--- src/hdl/assert_macros.svh ---
// ----------------------------------------------------------------------------
// Assertion macros
// Shared concurrent assertion macros. They are empty in synthesis builds.
// ----------------------------------------------------------------------------
`ifndef ASSERT_MACROS_SVH
`define ASSERT_MACROS_SVH
`ifndef SYNTHESIS
// Property that must hold at every clock edge outside reset.
`define TUN_ASSERT(label, clk, rst_n, prop) \
    label: assert property (@(posedge clk) disable iff (!rst_n) prop) \
        else $error("assertion failed");
// Condition that must never be seen at a clock edge outside reset.
`define TUN_NEVER(label, clk, rst_n, cond) \
    label: assert property (@(posedge clk) disable iff (!rst_n) !(cond)) \
        else $error("forbidden condition seen");
`else
`define TUN_ASSERT(label, clk, rst_n, prop)
`define TUN_NEVER(label, clk, rst_n, cond)
`endif
`endif

--- src/hdl/tun_delay.sv ---
// ----------------------------------------------------------------------------
// Delay line
// Shift line that keeps side data aligned with the arithmetic cells.
// ----------------------------------------------------------------------------
module tun_delay #(
    parameter int WIDTH = 8,
    parameter int DEPTH = 2
) (
    input  logic              i_clk,
    input  logic              i_en,
    input  logic [WIDTH-1:0]  i_data,
    output logic [WIDTH-1:0]  o_data
);

    logic [WIDTH-1:0] r_line [DEPTH];

    // Advance one tap per enabled cycle.
    always_ff @(posedge i_clk) begin
        if (i_en) begin
            r_line[0] <= i_data;
            for (int k = 1; k < DEPTH; k++) begin
                r_line[k] <= r_line[k-1];
            end
        end
    end

    assign o_data = r_line[DEPTH-1];

endmodule

--- config.mk ---
export PLATFORM = sky130hd
export DESIGN_NAME = tun_delay
export DESIGN_NICKNAME = d
export VERILOG_FILES = /design/src/hdl/assert_macros.svh /design/src/hdl/tun_delay.sv
export SDC_FILE = /design/constraint.sdc
export NUM_CORES = 1
export LEC_CHECK = 0
export ABC_CLOCK_PERIOD_IN_PS = 800
export BUFFER_PORTS_ARGS = -buffer_cell sky130_fd_sc_hd__clkbuf_2
export CORE_AREA = 4 4 41 43
export CTS_CLUSTER_SIZE = 24
export DETAILED_ROUTE_END_ITERATION = 8
export DIE_AREA = 0 0 45 47
export MAX_ROUTING_LAYER = met4
export PLACE_DENSITY_LB_ADDON = 0.2
export RECOVER_POWER = 100
export SYNTH_ARGS = -nofsm -noshare
export SYNTH_HDL_FRONTEND = slang
export SYNTH_SLANG_ARGS = --single-unit
--- constraint.sdc ---
create_clock -name i_clk -period 0.8 [get_ports i_clk]
set_input_delay 0.08 -clock i_clk [delete_from_list [all_inputs] [get_ports i_clk]]
set_output_delay 0.08 -clock i_clk [all_outputs]
set_load 0.05 [all_outputs]
Yosys cells after proc, flatten, opt, wreduce, memory -nomap -nowiden
Memories as Yosys holds them, arrays and structs flattened.
Cells that the tools add are included.
{"block": "word_totals", "regBits": 0, "in_bits": 10, "n_memories": 1, "ram_bits": 16, "elab_cells": 3}
{"memory": "r_line", "words": 2, "word_bits": 8, "read_ports": 2, "rd_clocked_by_memory_dff": 0, "wr": 2, "line_no": "tun_delay.sv:15", "source": "logic [WIDTH-1:0] r_line [DEPTH];"}
{"block": "classes", "muxes": 2}
{"operator": "2-to-1 mux 1 bit", "count": 2}

Logic depth before layout (Yosys ltp)
{"block": "depth", "ltp_word": 2, "mapped_depth": 1}

Least setup slack after synthesis
Ideal clock, no wire load.
{"block": "synth_path", "kind": "reg-to-output", "start": "memory r_line[1][0] (netlist: r_line[0][8])", "end": "output port o_data[0]", "path_buffers": 1, "path_slack_ns": 0.197, "arrival_ns": 0.523, "stages_incl_launch_ff": 2, "required_time_ns": 0.720, "path_cell_list": "edfxtp_1 -> buf_4"}
{"item": "start, declared", "line_no": "tun_delay.sv:15"}
{"item": "end, declared", "line_no": "tun_delay.sv:12", "source": "output logic [WIDTH-1:0] o_data"}

==> results <==
- The setup check on the worst reg-to-reg path leaves a slack of around 0.16 ns.
- The first global-routing pass estimated 1060 um of wire.
- At the pin with the least slew margin, the transition time is 0.356 ns.
- The startpoint of the tightest hold check path is i_en.
- The mean post-synth cell area is 22.5 um^2.
- The count of state elements after synthesis is 16.
- The share of flip-flops with an asynchronous set or reset after synthesis is 0%.
- The flow ran to the end, but the final reports show violations.
- The overall die height is 47 um.
- The DRC violation count after routing is 0.
- The final weighted congestion of routability-driven global placement is ~0.63.
- The minimum hold slack is approximately 0.28 ns.
- The tree built by TritonCTS fans out to 16 sinks.
- The arrival time of data at the critical path endpoint is 0.86 ns.
- The count of nets left with antenna violations once routing finished came out at 0.
- The number of core rows is 13.
- The worst flop-to-flop path endpoint is r_line[0][10].
- In this run the standard cell core region covers ~0.0013 mm^2.
- The final net count is 56.
- The sequential fraction of the synthesis area is 88.9%.
- sky130_fd_sc_hd__edfxtp_1 takes more of the synthesized area than any other cell.
- The most critical setup path has its startpoint at r_line[0][11].
- The initial antenna violation count came to 0.
- In this run the cell area of the synthesized design comes to approximately 540 um^2.
- The largest register by flop count is r_line.
- In this run the number of H-tree levels came out at 1.
- The post-layout total power is around 1.6 mW.
- In the final layout, the registers with the most flip-flops are r_line (16).
- The checks that failed: negative setup slack.
- The met1 track utilization from global routing is 6.63%.
- Dividing total power by cell area gives a power density of approximately 2100 mW/mm^2.
- The routed via count is roughly 250.
- STA puts the critical path data required time at between 0.7 and 0.8 ns.
- At the end of the flow the core is filled with cells to 58.7%.
- The cell class contributing the biggest share of worst-path delay is flip-flops.
- The number of placed instances, taps included is between 40 and 50.
- OpenSTA, run right after detailed placement, puts the worst setup slack at a little under 0.05 ns.
- The type of the worst setup path is flop to output pin.
- Once placement finished, the instance area stood at ~580 um^2.
- Dividing the detail-routed wire length by the instance count gives approximately 11 um.
- The number of setup buffers added after CTS is 0.
- 0 cells are multi-input combinational gates.
- The final hold violation count is 0.
- The repair_antennas step left the layout with diodes totalling 0.
- The synthesized net count is 34.
- The die span in x is 45 um.
- The maximum number of pins on one net before global-route repair is 17.
- The leftover overflow at the end of global routing is 0.
- In this run the tightest slew margin relative to its limit is about three quarters.
- Setup repair after global routing could not meet its margin everywhere.
- The floorplan step defined a die boundary enclosing about 0.0021 mm^2.
- The endpoint with the worst hold slack is r_line[0][4].
- The root buffer cell chosen for the clock tree is sky130_fd_sc_hd__clkbuf_4.
- The final worst-path cycle share is 117%.
- The average vias per placed instance is slightly above 4.
- Once the floorplan was initialized, standard cells occupied between 40 and 50% of the core.
- The first detailed-routing pass ran for 2 iterations.
- The register with the most flip-flops in the layout has 16 of them.
- The final count of pins violating max slew was 0.
- By count the netlist is led by sky130_fd_sc_hd__edfxtp_1 (16), sky130_fd_sc_hd__buf_4 (8).
- Once layout is complete, the cells apart from fillers number 60.
- The final setup violation count is 8.
- The logic depth of the worst register-to-register path is 0.
- The worst ir drop on vdd is roughly 1.1 mV.
- Counting flops with a built-in enable in the synthesized netlist gives 16.
- Along the worst hold path, the cell count comes to 1.
- The tightest min-delay check is of the input port to flop type.
- The number of warnings issued by yosys is 0.
- The buffers plus inverters on the worst setup path is 1.
- The clock tree from TritonCTS is done.
- The global-route track usage on met2 is 13.8%.
- Between clock sinks in the finished design, the worst skew comes to 0.00226 ns.
- At the later pin of the worst-skew pair, clock insertion delay measures between 0.2 and 0.3 ns.
- The time the worst path needs with I/O delays and setup is approximately 0.94 ns.
- The critical path's slowest cell is sky130_fd_sc_hd__edfxtp_1.
- The worst setup path is launched from a flop.
- The synthesized design devotes to its leading area cell type approximately nine tenths of total area.
- The most frequent cell after synthesis is sky130_fd_sc_hd__edfxtp_1.
- In this design, the stage delay of the slowest critical-path cell is 0.42 ns.
- Summing all multi-input logic gate instances after layout gives 0 um^2.
- The synthesis-to-finish area growth is 41.2%.
- The number of max-cap violations is 0.
- The number of CTS-inserted buffers is 3.
- The combined global-route utilization of all metal layers is about 8.1%.
- The busiest metal layer after global routing is met2.
- In the global route stage, met3 resource usage came out at under 10%.
- The dominant register cell in the synthesized netlist is sky130_fd_sc_hd__edfxtp_1.
- The aggregate negative setup slack is -1.00 ns.
- The worst setup path is captured at an output pin.
- 18 I/O pins were placed.
- The count of buffers from port buffering is 17.
- In this run the critical register-to-register path is launched from r_line[0][2].
- Summing all non-filler instances in the final layout gives an area of about 760 um^2.
- The final critical-path setup slack is -0.137 ns.
- The clock tree buffer depth is 2.
- The peak clock frequency supported by timing is 1070 MHz.
- The critical path goes through buf_8.
- The netlist uses 2 different library cells.
- The final layout contains routed wiring with a total length of around 640 um.
- The leakage power summed over all cells is ~0.30 nW.
- The fraction of layout instances using a drive strength above 1 is between 40% and 50%.
- Clock-pin slew was measured on the worst setup and hold paths at around 0.080 ns.
- The largest fanout on the critical path is 1.
- Synthesis produced a netlist whose cell count is 24.
- In this run, the number of DRC markers left after iteration 0 of detailed routing was 2.
- By area the synthesized netlist is led by sky130_fd_sc_hd__edfxtp_1 (89%), sky130_fd_sc_hd__buf_4 (11%).
- The via count of the first global-routing pass came to 263.
repair_timing:
action | 4_1_cts | 5_1_grt
hold endpoints to repair | 8 | 0
gates resized for setup | 16 | 2
hold buffers | 8 | 0
setup endpoints to repair | 8 | 8
layout make-up:
class	count	area [um^2]
timing repair buffer	25	238
fill	105	538
clock buffer	3	22.5
tap	15	18.8
sequential	16	480
clock inverter	1	3.75
per-layer routing:
metal	share of wire, %	wire length [um]
met1	30	191
met2	57	363
met3	13	83
met4	0	0
met5	0	0
cells by family after synthesis:
kind of cell,after synthesis,share of synthesized area [%]
buf+inv,8,11.1
flops,16,88.9
layout by cell type (no fill, tap or decap), drive strengths merged:
cell type	count
clkbuf	18
edfxtp	16
dlygate4sd3	8
buf	2
clkinv	1
power breakdown:
| part | leakage [nW] | internal, mW | total, mW | switching (mW) |
|---|---|---|---|---|
| combinational | 0.129 | 0.100 | 0.226 | 0.126 |
| sequential | 0.157 | 0.994 | 1.02 | 0.0214 |
| clock | 0.0154 | 0.180 | 0.398 | 0.218 |
| total | 0.301 | 1.27 | 1.64 | 0.365 |
how the worst max path moves through the flow:
stage / slack, ns / cells after the start / endpoint
floorplan: 0.20 / 1 / o_data[0]
global placement: 0.08 / 1 / r_line[0][11]
detailed placement: 0.05 / 1 / r_line[0][9]
CTS: -0.15 / 1 / o_data[3]
global route: -0.18 / 1 / o_data[3]
finish: -0.14 / 1 / o_data[3]
Power figures use the tool's default switching activity.
