[src/hdl/assert_macros.svh]
// ----------------------------------------------------------------------------
// Assertion macros
// Shared concurrent assertion macros. They are empty in synthesis builds.
// ----------------------------------------------------------------------------
`ifndef ASSERT_MACROS_SVH
`define ASSERT_MACROS_SVH
`ifndef SYNTHESIS
// Property that must hold at every clock edge outside reset.
`define TUN_ASSERT(label, clk, rst_n, prop) \
    label: assert property (@(posedge clk) disable iff (!rst_n) prop) \
        else $error("assertion failed");
// Condition that must never be seen at a clock edge outside reset.
`define TUN_NEVER(label, clk, rst_n, cond) \
    label: assert property (@(posedge clk) disable iff (!rst_n) !(cond)) \
        else $error("forbidden condition seen");
`else
`define TUN_ASSERT(label, clk, rst_n, prop)
`define TUN_NEVER(label, clk, rst_n, cond)
`endif
`endif

[src/hdl/tun_div_cell.sv]
// ----------------------------------------------------------------------------
// Divider cell
// One restoring division step: shifts in one dividend bit, yields one quotient bit.
// ----------------------------------------------------------------------------
module tun_div_cell #(
    parameter int DIV_W = 8,
    parameter int QUO_W = 8
) (
    input  logic              i_clk,
    input  logic              i_en,
    input  logic [DIV_W-1:0]  i_rem,
    input  logic [QUO_W-1:0]  i_num,
    input  logic [DIV_W-1:0]  i_div,
    input  logic [QUO_W-1:0]  i_quo,
    output logic [DIV_W-1:0]  o_rem,
    output logic [QUO_W-1:0]  o_num,
    output logic [DIV_W-1:0]  o_div,
    output logic [QUO_W-1:0]  o_quo
);

    logic [DIV_W:0]   w_acc;
    logic [DIV_W+1:0] w_diff;
    logic             w_take;
    logic [DIV_W-1:0] n_rem, r_rem, r_div;
    logic [QUO_W-1:0] n_num, r_num, n_quo, r_quo;

    // Compare the shifted remainder against the divisor.
    always_comb begin
        w_acc  = {i_rem, i_num[QUO_W-1]};
        w_diff = {1'b0, w_acc} - {2'b00, i_div};
        w_take = !w_diff[DIV_W+1];
        n_rem  = w_take ? w_diff[DIV_W-1:0] : w_acc[DIV_W-1:0];
        n_num  = {i_num[QUO_W-2:0], 1'b0};
        n_quo  = {i_quo[QUO_W-2:0], w_take};
    end

    // Stage register, held while the pipeline is frozen.
    always_ff @(posedge i_clk) begin
        if (i_en) begin
            r_rem <= n_rem;
            r_num <= n_num;
            r_div <= i_div;
            r_quo <= n_quo;
        end
    end

    assign o_rem = r_rem;
    assign o_num = r_num;
    assign o_div = r_div;
    assign o_quo = r_quo;

endmodule

[config.mk]
export PLATFORM = sky130hd
export DESIGN_NAME = tun_div_cell
export DESIGN_NICKNAME = d
export VERILOG_FILES = /design/src/hdl/assert_macros.svh /design/src/hdl/tun_div_cell.sv
export SDC_FILE = /design/constraint.sdc
export NUM_CORES = 1
export LEC_CHECK = 0
export ABC_AREA = 1
export BUFFER_PORTS_ARGS = -buffer_cell sky130_fd_sc_hd__buf_2
export CAP_MARGIN = 0
export CORE_ASPECT_RATIO = 2
export CORE_UTILIZATION = 47
export DETAILED_ROUTE_END_ITERATION = 6
export HOLD_SLACK_MARGIN = 0.03
export PLACE_DENSITY_LB_ADDON = 0.25
export SYNTH_ARGS = -nofsm -noshare
export SYNTH_HDL_FRONTEND = slang
export SYNTH_SLANG_ARGS = --single-unit
[constraint.sdc]
create_clock -name i_clk -period 1.75 [get_ports i_clk]
set_input_delay 0.175 -clock i_clk [delete_from_list [all_inputs] [get_ports i_clk]]
set_output_delay 0.175 -clock i_clk [all_outputs]
set_load 0.1 [all_outputs]
After elaboration in Yosys (flattened, before gate mapping)
Cells that the tools add are included.
Widths: inputs -> output; s select.
{"block": "totals", "reg_bits": 31, "input_bits": 34, "out_inout_bits": 32, "wordCells": 7}
{"block": "op_classes", "addsub": 1, "mux": 1, "n_reduce_logical": 1}
{"cell": "$sub 9x8->10", "n": 1}
{"cell": "$mux 8", "n": 1}
{"cell": "$logic_not 1->1", "n": 1}

Longest topological paths before layout
{"block": "logic_depth", "word_depth": 2, "ltp_mapped": 11, "mapped_depth_nobuf": 10}

Least setup slack after synthesis
No wires, ideal clock.
{"block": "synth_timing", "kind": "in2reg", "from": "input port i_div[3]", "to": "register r_rem[3] (netlist: o_rem[3]), data pin", "setup_ns": 0.253, "t_arrival_ns": 1.224, "t_required_ns": 1.497, "setup_slack_ns": 0.273, "cell_stages": 11, "path_buffers": 1, "cell_sequence": "inv_1 -> ha_1 -> nand2_2 -> inv_2 -> nand2_1 -> nand2_1 -> nand2_2 -> nand3_4 -> buf_12 -> nand2_2 -> o21ai_2"}
{"block": "synth_between", "elab_chain_len": 2}
{"element": "start: declaration", "line": "tun_div_cell.sv:13", "source": "input logic [DIV_W-1:0] i_div,"}
{"element": "$sub 9x8->10", "line": "tun_div_cell.sv:30", "source": "w_diff = {1'b0, w_acc} - {2'b00, i_div};"}
{"element": "$mux 8", "line": "tun_div_cell.sv:32", "source": "n_rem = w_take ? w_diff[DIV_W-1:0] : w_acc[DIV_W-1:0];"}
{"element": "net n_rem[3]", "line": "tun_div_cell.sv:24", "source": "logic [DIV_W-1:0] n_rem, r_rem, r_div;"}
{"element": "end signal: assignment", "line": "tun_div_cell.sv:40", "source": "r_rem <= n_rem;"}
{"element": "end: declaration", "line": "tun_div_cell.sv:24"}
The timed path passes the listed nets, and every way through them passes these cells.
A chain may end at the register's enable or synchronous reset.

Worst setup path after layout
{"block": "layout_timing", "from": "input port i_div[4]", "to": "register r_rem[0] (netlist: o_rem[0]), data pin"}
The elaborated chain is that of the path after synthesis.

==> summary.txt <==
Synthesis
  • Mapped Avg Cell Area: 11.63 µm²
  • Post-synthesis mux area share: 0%
  • Sequential-to-total area share from yosys stat: 57.99%
  • Commonest cells post-synth: edfxtp_1, nand2_1, inv_1
  • Top-count cell post-synth: edfxtp_1
  • Top FF cell, synth: edfxtp_1
  • FF+latch count, synth: 31
  • Post-synthesis xor/xnor area fraction: 1.637%
  • Synth Cell Area: 0.001605 mm²
  • Largest family of logic cells by synthesized area: simple AND/OR/NAND/NOR gates
  • Ranking of synthesized cells by area: edfxtp_1, nand2_1, ha_1
  • Top-area cell type share of the netlist area: 57.99%
  • Yosys cell types: 23
  • Syn nets: 181
  • Synth Area in Simple Gates: 20.42%
  • Asr flop ratio synth: 0%
  • Synth Instances: 138
  • Compound-cell area share of the yosys netlist: 4.443%
  • Post-Synth Adder-Cell Area: 7.482%
  • Synth Warn #: 0
  • Number of flops mapped to enable cells by yosys: 31
  • Yosys top cell by area: edfxtp_1

Timing
  • Min Tclk post-route: 1391 ps
  • Max Fclk: 718.8 MHz
  • Fin Setup TNS: 0 ps
  • Final hold slack: 76.27 ps
  • Max Slew Vio Count: 0
  • Worst-Margin Slew: 636.6 ps
  • Unrepaired setup endpoints after global routing: no
  • Crit share post-route: 79.49%
  • Final setup violation count: 0
  • Max_slew headroom: 57.56%
  • Final hold violations: 0
  • Setup ws final: 358.8 ps

Global routing
  • Vias in the first global route: 1198
  • GRT overflow: 0
  • Largest net degree at the start of global routing: 32
  • GRT Util Overall: 17.78%
  • Initial antenna violation count: 0
  • First-pass GRT wire length: 4.843 mm

Placed design
  • Post-Place Setup Slack: 60.73 ps
  • PortBufs: 63
  • Global placer's final weighted congestion: 0.8683
  • Placed instance count: 232
  • Placed inst area: 0.001947 mm²
  • Final HPWL DP: 2.313 mm

Detailed routing
  • Post-DR wirelength/cell: 11.91 µm
  • Remaining DRCs: 17
  • Initial DRC Count: 39
  • Routed WL: 2.859 mm
  • Drt pass-1 iters: 6
  • Vias: 1207
  • Via-to-Cell Ratio: 5.029
  • Post-DRT Antenna Nets: 0

Cells and area
  • Proportion of layout cells with a drive suffix above 1: 44.02%
  • Area of the multi-input gates: 549.3 µm²
  • FF/Latch Area: 930.9 µm²
  • Design area: 0.002032 mm²
  • Fill cells: 260
  • P&R area growth vs syn: 26.58%
  • Antenna diodes: 0
  • Fin nets: 251
  • Finished Layout Cells: 240

Clock tree
  • Clock sinks: 31
  • Setup Buffers After CTS: 0
  • Post-cts hold buffer count: 0
  • Number of CTS-inserted buffers: 5
  • CTS tree: yes
  • Reg clk slew, reported paths: 60 ps
  • Resize count post-CTS: 0
  • H-tree depth: 2
  • Maximum root-to-sink buffer count: 2
  • Root buffer cell: clkbuf_8

Critical path
  • CP most frequent cell: nand2_1
  • Crit end category: flip-flop
  • CP Launch Point: i_div[4]
  • Kind of critical path: in2reg
  • CP max stage cell: ha_1
  • Slowest Stage Delay on Critical Path: 340 ps
  • Worst Path Max Fanout: 13
  • CP endpoint: o_rem[0]$_DFFE_PP_
  • Req. time, crit path: 1770 ps
  • Critical Path Source Type: input port
  • Critical path arrival: 1410 ps
  • Critical path, cell by cell: buf_2 > inv_1 > ha_1 > nand2_1 > nand2_1 > inv_2 > nand2_1 > nand2_2 > nand3_4 > nand2_1 > o21ai_2

Die
  • Row count: 29
  • Die width: 43.33 µm
  • Starting density of the core: 49.71%
  • Die Area: 0.003667 mm²
  • Area of the core: 0.003229 mm²
  • I/O pins: 66
  • Vert. Die Dim: 84.65 µm

Power
  • P per Cell Area: 1131 mW/mm²
  • P_leak: 1.004 nW
  • Maximum VDD drop: 0.5565 mV

Status
  • Status: finished with violations
  • Failing checks: DRC

Worst hold path
  • Hold path depth: 1
  • Min-delay worst type: in2reg

Job
  • MaxCap Viol Count: 0
## metal layers
metal	part of all wire (%)	global-route usage, %
met1	32	17.19
met2	57	29.20
met3	6.2	3.871
met4	4.5	17.05
met5	0	0
## worst max-delay path: cells and delay by family
kind            cells  cell delay [ps]
buf+inv             3              190
simple gates        6              630
fa+ha+maj           1              340
compound gates      1               50
## per-stage QoR
step	power (W)	utilization [%]
after floorplan	0.001666	-
after global routing	0.002400	62.92
after global placement	0.001793	60.29
after CTS	0.002320	62.92
after detailed placement	0.001804	60.29
final	0.002299	62.92
## flip-flops by register name, summed over array words and instances (netlist names)
name	cells
o_num	7
o_rem	8
o_div	8
o_quo	8
## cells by family (layout without fill, tap and decap cells)
| kind of cell | count (synthesis) | count (layout) |
|---|---|---|
| compound gates | 9 | 9 |
| other cells | 1 | 1 |
| fa+ha+maj | 9 | 9 |
| xor+xnor | 3 | 3 |
| simple gates | 57 | 57 |
| buf+inv | 28 | 99 |
| flops | 31 | 31 |
## power breakdown
| part | internal (W) | total, W | switching [W] |
|---|---|---|---|
| clock | 0.000277 | 0.000514 | 0.000237 |
| sequential | 0.000904 | 0.000918 | 0.0000141 |
| combinational | 0.000159 | 0.000867 | 0.000708 |
## how the worst min path moves through the flow
stage / startpoint / end / slack, ps
after floorplan: i_div[0] / o_div[0]$_DFFE_PP_ / 270
after global placement: i_num[5] / o_num[6]$_DFFE_PP_ / 350
after global routing: i_quo[0] / o_quo[1]$_DFFE_PP_ / 60
final: i_num[0] / o_num[1]$_DFFE_PP_ / 80
after CTS: i_num[0] / o_num[1]$_DFFE_PP_ / 70
after detailed placement: i_num[0] / o_num[1]$_DFFE_PP_ / 350
## final cells by class
cell class / instances / area share, %
Multi-Input combinational cell: 79 / 27.03
Timing Repair Buffer: 65 / 16.26
Clock buffer: 6 / 3.571
Sequential cell: 31 / 45.81
Inverter: 26 / 4.803
Clock inverter: 2 / 0.6158
Tap cell: 31 / 1.909
## cells in the final DEF, fill, tap and decap left out, types with 2 or more instances in the layout
master / count
nand2_2: 6
inv_1: 24
nand3_2: 3
nand3_1: 3
a21oi_1: 4
ha_1: 8
clkbuf_8: 5
nand3_4: 2
buf_2: 63
nand3b_1: 2
nand2_1: 30
or2_1: 2
nor2_1: 2
buf_4: 2
edfxtp_1: 31
o21ai_2: 4
nand4_1: 5
xnor2_1: 3
inv_2: 2
Power figures use the tool's default switching activity.
