===== src/hdl/assert_macros.svh =====
// ----------------------------------------------------------------------------
// Assertion macros
// Shared concurrent assertion macros. They are empty in synthesis builds.
// ----------------------------------------------------------------------------
`ifndef ASSERT_MACROS_SVH
`define ASSERT_MACROS_SVH
`ifndef SYNTHESIS
// Property that must hold at every clock edge outside reset.
`define TUN_ASSERT(label, clk, rst_n, prop) \
    label: assert property (@(posedge clk) disable iff (!rst_n) prop) \
        else $error("assertion failed");
// Condition that must never be seen at a clock edge outside reset.
`define TUN_NEVER(label, clk, rst_n, cond) \
    label: assert property (@(posedge clk) disable iff (!rst_n) !(cond)) \
        else $error("forbidden condition seen");
`else
`define TUN_ASSERT(label, clk, rst_n, prop)
`define TUN_NEVER(label, clk, rst_n, cond)
`endif
`endif


===== src/hdl/tun_sqrt_cell.sv =====
// ----------------------------------------------------------------------------
// Square root cell
// One restoring square root step: takes two radicand bits, yields one root bit.
// ----------------------------------------------------------------------------
module tun_sqrt_cell #(
    parameter int ROOT_W = 8
) (
    input  logic                  i_clk,
    input  logic                  i_en,
    input  logic [2*ROOT_W-1:0]   i_rad,
    input  logic [ROOT_W:0]       i_rem,
    input  logic [ROOT_W-1:0]     i_root,
    output logic [2*ROOT_W-1:0]   o_rad,
    output logic [ROOT_W:0]       o_rem,
    output logic [ROOT_W-1:0]     o_root
);

    logic [ROOT_W+3:0]   w_acc;
    logic [ROOT_W+3:0]   w_trial;
    logic                w_take;
    logic [2*ROOT_W-1:0] n_rad, r_rad;
    logic [ROOT_W:0]     n_rem, r_rem;
    logic [ROOT_W-1:0]   n_root, r_root;

    // Try to subtract 4*root + 1 from the remainder with two new bits.
    always_comb begin
        w_acc   = {1'b0, i_rem, i_rad[2*ROOT_W-1 -: 2]};
        w_trial = w_acc - {2'b00, i_root, 2'b01};
        w_take  = !w_trial[ROOT_W+3];
        n_rem   = w_take ? w_trial[ROOT_W:0] : w_acc[ROOT_W:0];
        n_root  = {i_root[ROOT_W-2:0], w_take};
        n_rad   = {i_rad[2*ROOT_W-3:0], 2'b00};
    end

    // Stage register, held while the pipeline is frozen.
    always_ff @(posedge i_clk) begin
        if (i_en) begin
            r_rad  <= n_rad;
            r_rem  <= n_rem;
            r_root <= n_root;
        end
    end

    assign o_rad  = r_rad;
    assign o_rem  = r_rem;
    assign o_root = r_root;

endmodule


===== config.mk =====
export PLATFORM = sky130hd
export DESIGN_NAME = tun_sqrt_cell
export DESIGN_NICKNAME = d
export VERILOG_FILES = /design/src/hdl/assert_macros.svh /design/src/hdl/tun_sqrt_cell.sv
export SDC_FILE = /design/constraint.sdc
export NUM_CORES = 1
export LEC_CHECK = 0
export ABC_CLOCK_PERIOD_IN_PS = 2000
export BUFFER_PORTS_ARGS = -buffer_cell sky130_fd_sc_hd__clkbuf_2
export CORE_UTILIZATION = 47
export CTS_CLUSTER_DIAMETER = 40
export DETAILED_ROUTE_END_ITERATION = 12
export PLACE_DENSITY = 0.79
export SLEW_MARGIN = 20
export SYNTH_ARGS = -nofsm -noshare
export SYNTH_HDL_FRONTEND = slang
export SYNTH_SLANG_ARGS = --single-unit

===== constraint.sdc =====
create_clock -name i_clk -period 2 [get_ports i_clk]
set_clock_uncertainty 0.05 [all_clocks]
set_input_delay 0.1 -clock i_clk [delete_from_list [all_inputs] [get_ports i_clk]]
set_output_delay 0.1 -clock i_clk [all_outputs]
set_load 0.01 [all_outputs]

Word-level counts from Yosys, hierarchy flattened
Index checks and enable logic that the tools add are counted.
- flip-flop bits (word level): 31
- logic and storage cells: 6
- bits of input ports: 35
- output and inout bits: 33
- add/subtract/negate cells: 1
- reduce and logical (&&, ||, !) cells: 1
- muxes and demuxes: 1
- operator list (kind ; number):
    $sub 11x10->12 ; 1
    $mux 9 ; 1
    $logic_not 1->1 ; 1

Depth between registers and ports, before layout
Gate-level depths: netlist of the first run.
- depth in word-level cells: 2
- mapped depth: 8
- mapped depth without buffers: 7

Least setup slack after synthesis of the first run
OpenSTA, ideal clock, no wires.
- path type: input to register
- start: input i_root[6]
- end: register r_rem[2], in the netlist o_rem[2] (data pin)
- arrival time: 1.556 ns
- stages on the path: 8
- path buffers: 1
- required time: 1.690 ns
- path slack: 0.133 ns
- path through: inv_1 -> ha_1 -> buf_6 -> a21o_1 -> a211oi_4 -> o211a_4 -> inv_4 -> mux2_4
- cells in the longest elaborated chain, start to end: 2
- ends and longest elaborated chain (item ; line ; text):
    from (decl) ; tun_sqrt_cell.sv:12 ; input logic [ROOT_W-1:0] i_root,
    $sub 11x10->12 ; tun_sqrt_cell.sv:28 ; w_trial = w_acc - {2'b00, i_root, 2'b01};
    $mux 9 ; tun_sqrt_cell.sv:30 ; n_rem = w_take ? w_trial[ROOT_W:0] : w_acc[ROOT_W:0];
    named net n_rem[2] ; tun_sqrt_cell.sv:22 ; logic [ROOT_W:0] n_rem, r_rem;
    to (signal assigned) ; tun_sqrt_cell.sv:39 ; r_rem <= n_rem;
    to (decl) ; tun_sqrt_cell.sv:22 ;
The timed path passes the listed nets, and every way through them passes these cells.
A chain may end at the register's enable or synchronous reset.

Worst setup path after layout of the first run
- start: input i_root[2]
- end: register r_rem[5], in the netlist o_rem[5] (data pin)
The elaborated chain is that of the path after synthesis.

==> metrics.txt, run 1 <==
cell area after synthesis 0.00158 mm^2; delay-heaviest family, CP compound AO/OA/AOI/OAI gates; PwrDens 745 mW/mm^2; clock power share 27.7%; outcome finished clean; Inst Count DP 223; vias in the first global route 1224; Setup CP Type in -> reg; Vias 1297; clock root cell clkbuf_4; share of cells above drive strength 1 42.3%; Sw Pwr 428 uW; 1st-iter DRT viols 38; worst slack at placement 15.1 ps; row count 20; Die ar. 0.00359 mm^2; Net Sw Frac 25.4%; CP max stage cell ha_1; Worst Setup SP i_root[2]; CP cell instances clkbuf_2 > inv_1 > ha_1 > a21o_1 > a31oi_1 > o211a_4 > inv_4 > mux2_4; Ys Warns 0; post-synth cell types 38; Buffers on Ports 65; fillers 226; critical hold path startpoint i_rem[0]; Slew Viols, Final 0; Critical Path RT 2020 ps; GPL Wtd Cong 0.964; CTS clk-pin slew, worst paths 100 ps; antenna fix cells 0; worst path arrival time 1700 ps; cts bufs inserted 5; synthesized area per cell 14.2 um^2; post-route ant nets 0; Worst Path Buf+Inv 3; top cell type's share of synthesized area 59.0%; register area share after synthesis 59.0%; io pins 68; non-filler cells, final 252; Worst VDD drop 0.421 mV; Max Cap Viol 0; initial antenna violation count 0; min Tclk post-route 1680 ps; first-pass GRT wire length 5200 um; drt first pass iters 4; CTS tree yes; Synth Instances 111; RSZ-0062 raised after global routing false; CP max FO 7; post-route cell area 0.00227 mm^2; DP HPWL 2300 um; predominant post-synthesis flop cell edfxtp_1; internal power 1260 uW; post-DR wirelength/cell 13.5 um; Worst path max stage delay 330 ps; fin crit share 83.9%; ys async rst share 0%; Seq pwr share 48.1%; Area contributors post-synth edfxtp_1 59%, ha_1 7.1%, mux2_4 4.8%; htree depth 2; endpoints failing setup 0; total gr overflow 0; Layout Nets 251; Slew HR 49.1%; synth-to-layout area growth 43.6%; Core Box Area 0.00313 mm^2; starting density of the core 50.4%; DRT Wirelength 3410 um; DR vias/cell 5.15; GRT Overall Usage 20.2%; PostCTS Resize Cnt 0; Worst Setup End Kind flop; Worst-Margin Slew 763 ps; Chip Height 59.9 um; HP Class in -> reg; Final WS setup 322 ps; clk buf depth 2; PnR Total Power 1690 uW; fmax 596 MHz; Area after DPL 0.00198 mm^2; Startpoint Class input port; register area 931 um^2; die width 59.9 um; final setup TNS 0 ps; Clock Sink Count 31; combinational share of power 24.2%; largest net degree at the start of global routing 32; Multi-input gate area 572 um^2; number of remaining DRC errors 0; Post-synth EDFFs 31; synthesized flop and latch total 31; largest area contributor in the netlist edfxtp_1; Hold Violations, Final 0; leakage power 0.00107 uW
## state kept, by name (all words and copies together), names as in the netlist
| signal | flops |
|---|---|
| o_rad | 14 |
| o_rem | 9 |
| o_root | 8 |
## logic make-up (layout without fill, tap and decap cells)
logic type / count (synthesis) / in the layout / synth area share [%]
AO/OA/AOI/OAI: 25 / 25 / 14.6
XOR/XNOR: 5 / 5 / 2.78
adder cells (fa/ha/maj): 9 / 9 / 7.14
buffers and inverters: 16 / 112 / 5.00
flip-flops: 31 / 31 / 59.0
multiplexers: 6 / 6 / 5.39
other: 1 / 2 / 0.238
AND/OR/NAND/NOR: 18 / 18 / 5.87
## synth_stat cells (2+ instances only)
| master | number |
|---|---|
| a211oi_1 | 2 |
| a21o_1 | 4 |
| and3_1 | 3 |
| buf_4 | 2 |
| edfxtp_1 | 31 |
| ha_1 | 9 |
| inv_1 | 10 |
| mux2_4 | 5 |
| nand2_1 | 2 |
| nand3_1 | 3 |
| nor2_1 | 3 |
| nor3_1 | 3 |
| o2111ai_1 | 3 |
| o21a_1 | 3 |
| or3_1 | 2 |
| xnor2_1 | 4 |
## layout by cell type, fill, tap and decap left out, drive strengths merged, types with 2 or more instances in the layout
master / count
clkbuf: 70
edfxtp: 31
dlygate4sd3: 21
inv: 11
ha: 9
buf: 7
mux2: 5
a21o: 4
xnor2: 4
nand3: 3
o21a: 3
and3: 3
o2111ai: 3
nor2: 3
nor3: 3
a211oi: 3
nand2: 2
or3: 2
conb: 2
clkinv: 2
## power by group through the flow
stage | Combinational [uW] | Clock (uW) | Sequential (uW)
6_report | 409 | 468 | 811
5_1_grt | 446 | 501 | 817
4_1_cts | 406 | 476 | 810
3_5_place_dp | 371 | 0 | 825
3_3_place_gp | 362 | 0 | 823
2_1_floorplan | 188 | 0 | 861
## metrics by stage
step                      hold WS [ps]  utilization, %
after global placement             227            63.3
after detailed placement           229            63.3
final                             46.8            72.4
after global routing              43.1            72.4
after CTS                         37.4            72.4
after floorplan                    149               -
## worst paths after layout
path | cells after the start | endpoint | slack, ps
worst max-delay path | 8 | o_rem[5] | 320
worst min-delay path | 2 | o_rem[2] | 50
## layer usage
layer | vias up | global-route usage (%) | wire length, um
li1 | 623 | - | -
met1 | 604 | 19.5 | 1250
met2 | 57 | 38.9 | 1840
met3 | 13 | 5.41 | 197
met4 | 0 | 9.63 | 119
met5 | - | 0 | 0
## area by class of cell
cell class / count / share of cell area (%)
Inverter: 11 / 1.93
Multi-Input combinational cell: 65 / 25.2
Clock buffer: 5 / 1.66
Clock inverter: 3 / 1.71
Timing Repair Buffer: 93 / 26.0
Sequential cell: 31 / 41.1
Tap cell: 44 / 2.43
## repair_timing
action,CTS,global route
setup buffers,0,0
endpoints found under the hold margin,21,0
hold buffers,21,0
Power figures use the tool's default switching activity.
==> run 2, diff against run 1 <==
--- a/config.mk
+++ b/config.mk
@@ -5,12 +5,13 @@
 export SDC_FILE = /design/constraint.sdc
 export NUM_CORES = 1
 export LEC_CHECK = 0
-export ABC_CLOCK_PERIOD_IN_PS = 2000
+export ABC_AREA = 1
+export ABC_CLOCK_PERIOD_IN_PS = 1700
 export BUFFER_PORTS_ARGS = -buffer_cell sky130_fd_sc_hd__clkbuf_2
 export CORE_UTILIZATION = 47
 export CTS_CLUSTER_DIAMETER = 40
 export DETAILED_ROUTE_END_ITERATION = 12
-export PLACE_DENSITY = 0.79
+export PLACE_DENSITY = 0.78
 export SLEW_MARGIN = 20
 export SYNTH_ARGS = -nofsm -noshare
 export SYNTH_HDL_FRONTEND = slang
==> constraint.sdc (replaced) <==
create_clock -name i_clk -period 1.7 [get_ports i_clk]
set_clock_uncertainty 0.05 [all_clocks]
set_input_delay 0.085 -clock i_clk [delete_from_list [all_inputs] [get_ports i_clk]]
set_output_delay 0.085 -clock i_clk [all_outputs]
set_load 0.01 [all_outputs]
==> run 2 against run 1 <==
Compared with the run above: global-route usage decreased by 1.2 points; wire length decreased by 3.1%; sequential cell count unchanged; first-iteration DRC count decreased by 37%; synthesized cell count increased by 37%; sequential power increased by 17%; critical path depth increased by 3; hold slack improved by 11 ps; largest cell class unchanged.
==> metrics.txt, run 2 <==
vias in the first global route 1125 (was 1224); synth-to-layout area growth 39.4% (was 43.6%); PnR Total Power 1770 uW (was 1690 uW); leakage power 0.00117 uW (was 0.00107 uW); CTS clk-pin slew, worst paths 90 ps (was 100 ps); CP max FO 14 (was 7); endpoints failing setup 0 (unchanged); cts bufs inserted 5 (unchanged); min Tclk post-route 1260 ps; DR vias/cell 4.60 (was 5.15); fillers 254 (was 226); post-route cell area 0.00229 mm^2 (was 0.00227 mm^2); Buffers on Ports 65 (unchanged); antenna fix cells 0 (unchanged); Final WS setup 437 ps (was 322 ps); largest area contributor in the netlist edfxtp_1 (unchanged); post-synth cell types 25 (was 38); Max Cap Viol 0 (unchanged); drt first pass iters 4 (unchanged); Vias 1351 (was 1297); predominant post-synthesis flop cell edfxtp_1 (unchanged); Area contributors post-synth edfxtp_1 57%, nand2_1 9.4%, ha_1 6.9% (was edfxtp_1 59%, ha_1 7.1%, mux2_4 4.8%); die width 61.1 um (was 59.9 um); crit path to o_rem[4] (was o_rem[5]); top cell type's share of synthesized area 56.8% (was 59.0%); io pins 68 (unchanged); Hold Violations, Final 0 (unchanged); GPL Wtd Cong 0.833 (was 0.964); Slew Viols, Final 0 (unchanged); fmax 792 MHz; Final Util 68.5% (was 72.4%); worst slack at placement 91.9 ps (was 15.1 ps); Ys Warns 0 (unchanged); most frequent cells in the layout 65 x clkbuf_2, 41 x nand2_1, 31 x edfxtp_1 (was 65 x clkbuf_2, 31 x edfxtp_1, 21 x dlygate4sd3_1); clk buf depth 2 (unchanged); Die ar. 0.00373 mm^2 (was 0.00359 mm^2); ys async rst share 0% (unchanged); DP HPWL 2240 um (was 2300 um); largest net degree at the start of global routing 32 (unchanged); CTS tree yes (unchanged); cell area after synthesis 0.00164 mm^2 (was 0.00158 mm^2); total gr overflow 0 (unchanged); DRT Wirelength 3300 um (was 3410 um); Setup CP Type in -> reg (unchanged); RSZ-0062 raised after global routing false (unchanged); 1st-iter DRT viols 24 (was 38); Worst Setup SP i_root[6] (was i_root[2]); outcome finished clean (unchanged); final setup TNS 0 ps (unchanged); Multi-input gate area 566 um^2 (was 572 um^2); max reg flops 14 (unchanged); Startpoint Class input port (unchanged); fin crit share 74.3%; number of remaining DRC errors 0 (unchanged); starting density of the core 49.2% (was 50.4%); Worst VDD drop 0.288 mV (was 0.421 mV); first-pass GRT wire length 4940 um (was 5200 um); Area after DPL 0.00203 mm^2 (was 0.00198 mm^2); GRT Overall Usage 19.0% (was 20.2%); PostCTS Resize Cnt 0 (unchanged); count leader, synth nand2_1 (was edfxtp_1); Post-synth EDFFs 31 (unchanged); post-DR wirelength/cell 11.2 um (was 13.5 um); HP Class in -> reg (unchanged); Core Box Area 0.00334 mm^2 (was 0.00313 mm^2); register area 931 um^2 (unchanged); Layout Nets 292 (was 251); row count 21 (was 20); PwrDens 776 mW/mm^2 (was 745 mW/mm^2); Clock Sink Count 31 (unchanged); initial antenna violation count 0 (unchanged); htree depth 2 (unchanged); Worst Setup End Kind flop (unchanged); clock root cell clkbuf_4 (unchanged); commonest non-fill, non-tap cell in the layout clkbuf_2 (unchanged); Critical Path RT 1730 ps (was 2020 ps); synthesized area per cell 10.8 um^2 (was 14.2 um^2); Chip Height 61.1 um (was 59.9 um); Commonest cells post-synth 41 x nand2_1, 31 x edfxtp_1, 27 x inv_1 (was 31 x edfxtp_1, 10 x inv_1, 9 x ha_1); share of cells above drive strength 1 38.7% (was 42.3%); synthesized flop and latch total 31 (unchanged); worst path arrival time 1290 ps (was 1700 ps); register area share after synthesis 56.8% (was 59.0%); Synth Instances 152 (was 111); post-route ant nets 0 (unchanged)
run 2: cell types whose count changed after synthesis, sizes merged, moves of 4 or more:
cell,delta
nand2,+43
inv,+19
mux2,-5
o21ai,+5
a21o,-4
nand3,+4
nand3b,+4
nand4,+4
run 2: report_power, final:
part	total (uW)	leakage (uW)	internal, uW	switching [uW]
Sequential	950	0.000303	930	19.8
Clock	378	0.0000285	146	232
Combinational	446	0.000839	204	242
Total	1770	0.00117	1280	494
run 2: area by class of cell:
type | count | area share [%]
Clock buffer | 5 | 1.64
Multi-Input combinational cell | 89 | 24.7
Tap cell | 46 | 2.52
Clock inverter | 2 | 0.383
Sequential cell | 31 | 40.7
Inverter | 30 | 4.93
Timing Repair Buffer | 91 | 25.1
run 2: worst min path at each step:
stage                        start  cells past startpoint        end  slack [ps]
after detailed placement  i_rad[5]                      1   o_rad[7]         210
after CTS                 i_rem[4]                      3   o_rem[6]          60
after floorplan           i_rad[8]                      0  o_rad[10]         130
final                     i_rem[0]                      3   o_rem[2]          60
after global routing      i_rem[1]                      3   o_rem[3]          50
after global placement    i_rad[8]                      1  o_rad[10]         210
run 2: metal layers:
metal | vias to the layer above | share of wire (%) | GRT usage, %
li1 | 686 | - | -
met2 | 55 | 52 | 34.3
met5 | - | 0 | 0
met1 | 600 | 38 | 20.2
met4 | 0 | 2.5 | 8.44
met3 | 10 | 7.9 | 5.88
run 2: kinds of logic after synthesis:
group           share of synthesized area [%]
fa+ha+maj                                6.87
buf+inv                                  9.00
other cells                             0.229
flops                                    56.8
compound gates                           4.04
xor+xnor                                 1.60
simple gates                             21.5
run 2: what timing repair did:
action                                 CTS  global route
buffers inserted                         0             0
endpoints found under the hold margin   21             0
hold buffers                            21             0
setup endpoints to repair                0             0
run 2: critical path, cell delays in order:
cell and delay [ps]:
clkbuf_2 80, inv_1 40, ha_1 300, nand2_1 70, inv_1 80, nand2_2 110, inv_1 50, nand2_2 90
nand3_4 200, nand2_1 140, o21ai_2 60
run 2: through the flow:
| stage | instances | hold WS, ps |
|---|---|---|
| 4_1_cts | 294 | 60.8 |
| 3_3_place_gp | 266 | 212 |
| 6_report | 294 | 58.3 |
| 3_5_place_dp | 266 | 214 |
| 2_1_floorplan | 153 | 134 |
| 5_1_grt | 294 | 52.1 |
